--- config.mk ---
export PLATFORM = sky130hd
export DESIGN_NAME = srpb_ctrl
export DESIGN_NICKNAME = d
export VERILOG_FILES = /design/src/sv/srpb_pkg.sv /design/src/sv/srpb_ctrl.sv
export SDC_FILE = /design/constraint.sdc
export NUM_CORES = 1
export LEC_CHECK = 0
export BUFFER_PORTS_ARGS = -buffer_cell sky130_fd_sc_hd__buf_2
export CORE_AREA = 10 10 47 49
export DETAILED_ROUTE_END_ITERATION = 10
export DIE_AREA = 0 0 57 59
export PLACE_DENSITY_LB_ADDON = 0.12
export SLEW_MARGIN = 20
export SYNTH_ARGS = -nofsm -noshare
export SYNTH_HDL_FRONTEND = slang
export SYNTH_SLANG_ARGS = --single-unit
--- constraint.sdc ---
create_clock -name i_clk -period 1.3 [get_ports i_clk]
set_input_delay 0.065 -clock i_clk [delete_from_list [all_inputs] [get_ports i_clk]]
set_output_delay 0.065 -clock i_clk [all_outputs]
set_load 0.01 [all_outputs]
--- src/sv/srpb_pkg.sv ---
// Shared definitions for the sparse row pattern builder.
// Field widths, command and status codes, and the controller/datapath interface structs.
// No dependencies.
package srpb_pkg;

    // Field widths fixed by the interface.
    localparam int CMD_W      = 2;
    localparam int ROW_NUM_W  = 10;
    localparam int COL_W      = 10;
    localparam int SLOT_W     = 5;
    localparam int STATUS_W   = 3;
    localparam int RW_W       = 6;
    localparam int CNT_W      = 11;
    localparam int CAP_W      = 6;
    localparam int CFG_IDX_W  = 1;
    localparam int CFG_DATA_W = 11;

    // Row numbers on the port cannot address more rows than this.
    localparam int ROW_SPACE = 2 ** ROW_NUM_W;
    // Capacity register cannot express more columns per row than this.
    localparam int CAP_SPACE = (2 ** CAP_W) - 1;

    // Default sizing.
    localparam int MAX_ROWS_DEF  = 1024;
    localparam int MAX_WIDTH_DEF = 32;

    // Register reset values.
    localparam int ROW_COUNT_RST = 1024;
    localparam int ROW_CAP_RST   = 32;

    // Register indexes.
    localparam logic [CFG_IDX_W-1:0] REG_ROW_COUNT = 1'b0;
    localparam logic [CFG_IDX_W-1:0] REG_ROW_CAP   = 1'b1;

    typedef enum logic [CMD_W-1:0] {
        CMD_INSERT = 2'd0,
        CMD_READ   = 2'd1,
        CMD_CLEAR  = 2'd2,
        CMD_NOP    = 2'd3
    } t_cmd;

    typedef enum logic [STATUS_W-1:0] {
        ST_INSERTED  = 3'd0,
        ST_DUPLICATE = 3'd1,
        ST_OVERFLOW  = 3'd2,
        ST_OUT_RANGE = 3'd3,
        ST_DONE      = 3'd4
    } t_status;

    // Which kind of result the datapath should assemble.
    typedef enum logic [2:0] {
        RES_OUT_RANGE,
        RES_BLANK,
        RES_READ,
        RES_DUPLICATE,
        RES_OVERFLOW,
        RES_INSERTED
    } t_res_kind;

    // Commands from the controller to the datapath.
    typedef struct packed {
        logic      load;
        logic      lookup;
        logic      take_w;
        logic      seed;
        logic      scan_start;
        logic      scan_step;
        logic      append;
        logic      clr_step;
        logic      res_load;
        t_res_kind res_kind;
        logic      out_load;
    } t_dp_cmd;

    // Status from the datapath to the controller.
    typedef struct packed {
        t_cmd cmd;
        logic row_ok;
        logic w_zero;
        logic hit;
        logic scan_done;
        logic full;
        logic clr_last;
    } t_dp_sts;

endpackage

--- src/sv/srpb_ctrl.sv ---
// Controller of the sparse row pattern builder: sequences lookup, scan, append and clearing.
// Depends on srpb_pkg; drives srpb_dp through t_dp_cmd and reads t_dp_sts.
module srpb_ctrl
    import srpb_pkg::*;
(
    input  logic    i_clk,
    input  logic    i_rst_n,
    input  logic    i_in_valid,
    input  logic    i_out_stall,
    input  t_dp_sts i_sts,
    output logic    o_in_stall,
    output logic    o_out_valid,
    output t_dp_cmd o_ctl
);

    typedef enum logic [2:0] {
        S_INIT,
        S_IDLE,
        S_LOOK,
        S_DECIDE,
        S_SCAN,
        S_CLEAR,
        S_HOLD
    } t_state;

    t_state r_state;
    t_state n_state;
    logic   r_out_valid;
    logic   n_out_valid;

    always_comb begin
        o_ctl    = '0;
        n_state  = r_state;
        case (r_state)
            S_INIT: begin
                o_ctl.clr_step = 1'b1;
                if (i_sts.clr_last) begin
                    n_state = S_IDLE;
                end
            end
            S_IDLE: begin
                if (i_in_valid) begin
                    o_ctl.load = 1'b1;
                    n_state    = S_LOOK;
                end
            end
            S_LOOK: begin
                case (i_sts.cmd)
                    CMD_CLEAR: begin
                        n_state = S_CLEAR;
                    end
                    CMD_NOP: begin
                        o_ctl.res_load = 1'b1;
                        o_ctl.res_kind = RES_BLANK;
                        n_state        = S_HOLD;
                    end
                    default: begin
                        if (!i_sts.row_ok) begin
                            o_ctl.res_load = 1'b1;
                            o_ctl.res_kind = RES_OUT_RANGE;
                            n_state        = S_HOLD;
                        end else begin
                            o_ctl.lookup = 1'b1;
                            n_state      = S_DECIDE;
                        end
                    end
                endcase
            end
            S_DECIDE: begin
                if (i_sts.cmd == CMD_READ) begin
                    o_ctl.res_load = 1'b1;
                    o_ctl.res_kind = RES_READ;
                    n_state        = S_HOLD;
                end else begin
                    o_ctl.take_w     = 1'b1;
                    o_ctl.seed       = i_sts.w_zero;
                    o_ctl.scan_start = 1'b1;
                    n_state          = S_SCAN;
                end
            end
            S_SCAN: begin
                o_ctl.scan_step = 1'b1;
                if (i_sts.hit) begin
                    o_ctl.res_load = 1'b1;
                    o_ctl.res_kind = RES_DUPLICATE;
                    n_state        = S_HOLD;
                end else if (i_sts.scan_done) begin
                    o_ctl.res_load = 1'b1;
                    n_state        = S_HOLD;
                    if (i_sts.full) begin
                        o_ctl.res_kind = RES_OVERFLOW;
                    end else begin
                        o_ctl.append   = 1'b1;
                        o_ctl.res_kind = RES_INSERTED;
                    end
                end
            end
            S_CLEAR: begin
                o_ctl.clr_step = 1'b1;
                if (i_sts.clr_last) begin
                    o_ctl.res_load = 1'b1;
                    o_ctl.res_kind = RES_BLANK;
                    n_state        = S_HOLD;
                end
            end
            S_HOLD: begin
                if (!r_out_valid || !i_out_stall) begin
                    o_ctl.out_load = 1'b1;
                    n_state        = S_IDLE;
                end
            end
            default: begin
                n_state = S_IDLE;
            end
        endcase
        n_out_valid = o_ctl.out_load ? 1'b1 : (r_out_valid && i_out_stall);
    end

    always_ff @(posedge i_clk) begin
        if (!i_rst_n) begin
            r_state     <= S_INIT;
            r_out_valid <= 1'b0;
        end else begin
            r_state     <= n_state;
            r_out_valid <= n_out_valid;
        end
    end

    assign o_in_stall  = r_state != S_IDLE;
    assign o_out_valid = r_out_valid;

endmodule

==> metrics <==
internal power=796 µW; nets=118; post-layout util=59.8%; simple-gate area share of the yosys netlist=43.5%; Ys Warns=0; Avg Vias per Cell=5.23; Hold Vio Cnt, Final=0; synth unique cells=32; CTS tree=yes; Power Density=1630 mW/mm²; Flop pwr share=17.2%; CTS Root Cell=clkbuf_4; Comb pwr share=71.9%; GRT Util Overall=8.69%; pin count of the biggest net entering global routing=9; Routed Wire Length=1.67 mm; Clk Latency, worst-skew pair=0.23 ns; die height=59 µm; switching share of power=41.8%; main combinational cell family by area after synthesis=simple AND/OR/NAND/NOR gates; Post-Syn Instances=66; Area growth, synth to finish=80.1%; Psw=571 µW; run status=finished with violations; WHS=0.108 ns; CTS Buf Count=3; Slew Viols, Final=0; I/O pins=27; Worst Skew=0.00249 ns; Hold Crit Class=input port to flop; RSZ-0062 raised after global routing=yes; dpl hpwl=1.22 mm; initial core utilization=33.2%; #FFs+latches synth=4; dpl ws=-0.0241 ns; CP endpoint kind=output pin; layout cells sized above 1=60.6%; Overall Power=1.37 mW; Sink Count=4; critical path fanouts, max=4; setup ws final=-0.0570 ns; Reg clk slew, reported paths=0.04 ns; Syn Std Cell Area=465 µm²; DRC Markers=0; peak supply drop=0.812 mV; sequential area share after synthesis=17.2%; Peak Freq=0.737 GHz; Syn Nets=78; post-route ant nets=0; first-pass GRT wire length=2.53 mm; antenna violations before repair=0; Rel. slew slack=75.9%; Worst-Margin Slew=0.360 ns; first-pass iteration count of the detailed router=4; DRT iter0 DRCs=15; crit path time final=1.36 ns; Vias=627; Clock power frac=10.9%; failing checks=setup timing; Max-Cap Viols=0; DIE WIDTH=57 µm; antenna cells=0; mux contribution to synthesized area=2.15%; Max H-tree Level=1; Adder-Cell Fraction of Synth Area=0%; GPL Wtd Cong=0.783; fin crit share=104%; Sum Neg Setup Slack=-0.179 ns; vias in the first global route=605; crit path kind=flop to output pin; # hold bufs at CTS=0; CP startpoint kind=flop; # port buffers=26; Core Region=0.00140 mm²; global route overflow=0; Arrival @ worst endpoint=1.29 ns; Pleak=0.390 nW; Post-Synth XOR/XNOR Area=0%; clock buffer depth=2; row cnt=14; Synth Area in Compound Gates=28.8%; Wirelength per Cell=13.9 µm; Required @ worst endpoint=1.24 ns; die area=0.00336 mm²; Final setup viols=5; Post-Syn Area per Cell=7.05 µm²
[final cells by class]
type,count,area [µm²]
Tap cell,16,20.0
Fill cell,141,563
Clock buffer,3,22.5
Inverter,2,7.51
Timing Repair Buffer,39,256
Multi-Input combinational cell,56,440
Sequential cell,4,91.3
[stage by stage]
stage | area (µm²) | std cells
3_3_place_gp | 637 | 111
5_1_grt | 838 | 120
3_5_place_dp | 637 | 111
6_report | 838 | 120
2_1_floorplan | 465 | 66
4_1_cts | 739 | 118
[placed cells by master (no fill, tap or decap), drive strengths merged]
cell type and instances:
o21ai 4, inv 2, nor2 7, a21boi 2
nand4 1, nor4 1, a211o 1, mux2i 1
o31ai 1, o32ai 1, and2b 1, o211ai 3
nand3 3, or2 1, a211oi 1, nand2 8
and2 1, dfxtp 4, clkbuf 3, nand3b 1
buf 39, nor2b 3, o21bai 1, nand2b 6
o21ba 1, a21oi 1, nor3 5, o211a 1
[synth_stat cells]
cell type | count | area, µm²
a211o_1 | 1 | 8.76
a211oi_1 | 1 | 7.51
a21boi_1 | 1 | 7.51
a21boi_2 | 1 | 11.3
a21oi_1 | 1 | 5.00
and2_1 | 1 | 6.26
and2b_1 | 1 | 7.51
buf_2 | 1 | 5.00
buf_4 | 2 | 15.0
buf_6 | 1 | 11.3
dfxtp_1 | 4 | 80.1
inv_1 | 2 | 7.51
mux2i_1 | 1 | 10.0
nand2_1 | 8 | 30.0
nand2b_1 | 5 | 31.3
nand2b_4 | 1 | 13.8
nand3_1 | 3 | 15.0
nand3b_1 | 1 | 7.51
nand4_1 | 1 | 6.26
nor2_1 | 7 | 26.3
nor2b_1 | 2 | 12.5
nor2b_2 | 1 | 8.76
nor3_1 | 5 | 25.0
nor4_1 | 1 | 6.26
o211a_1 | 1 | 10.0
o211ai_1 | 3 | 22.5
o21ai_0 | 4 | 20.0
o21ba_1 | 1 | 10.0
o21bai_1 | 1 | 7.51
o31ai_1 | 1 | 7.51
o32ai_2 | 1 | 16.3
or2_1 | 1 | 6.26
[final timing paths]
kind / startpoint / slack [ns] / to / depth (start not counted)
min: i_rst_n / 0.11 / r_state[1] / 2
max reg2reg: r_state[2] / 0.02 / r_state[1] / 4
min reg2reg: o_out_valid / 0.61 / o_out_valid / 2
max: r_state[2] / -0.06 / o_ctl[1] / 5
[power groups by stage]
stage               Clock (mW)  Sequential (mW)  Combinational (mW)
floorplan                    0            0.191               0.468
global placement             0            0.213               0.693
detailed placement           0            0.215               0.686
CTS                      0.157            0.231               0.835
global route             0.166            0.238                1.08
finish                   0.149            0.235               0.983
[kinds of logic (layout without fill, tap and decap cells)]
group	count (synthesis)	after routing
flops	4	4
simple gates	38	38
compound gates	17	17
buf+inv	6	44
mux	1	1
[critical path: stages (launching register included)]
cell	delay [ns]
dfxtp_4	0.36
nor2b_4	0.14
and2b_2	0.20
nand2_4	0.07
o211ai_1	0.14
buf_2	0.16
[metal layers]
layer / track usage (%) / vias to the layer above / share of wire [%]
met4: 1.01 / 0 / 0
met3: 3.00 / 0 / 5.4
met5: 0 / - / 0
met1: 9.40 / 301 / 39
met2: 16.3 / 14 / 56
li1: - / 312 / -
[registers in the layout (all words and copies together), names as in the netlist]
name,flops
r_state,3
o_out_valid,1
[repair_timing]
action	CTS	global route
resized for setup	17	17
buffers inserted	4	2
pin swaps	5	9
endpoints found under the hold margin	0	0
setup endpoints to repair	11	11
Power figures use the tool's default switching activity.
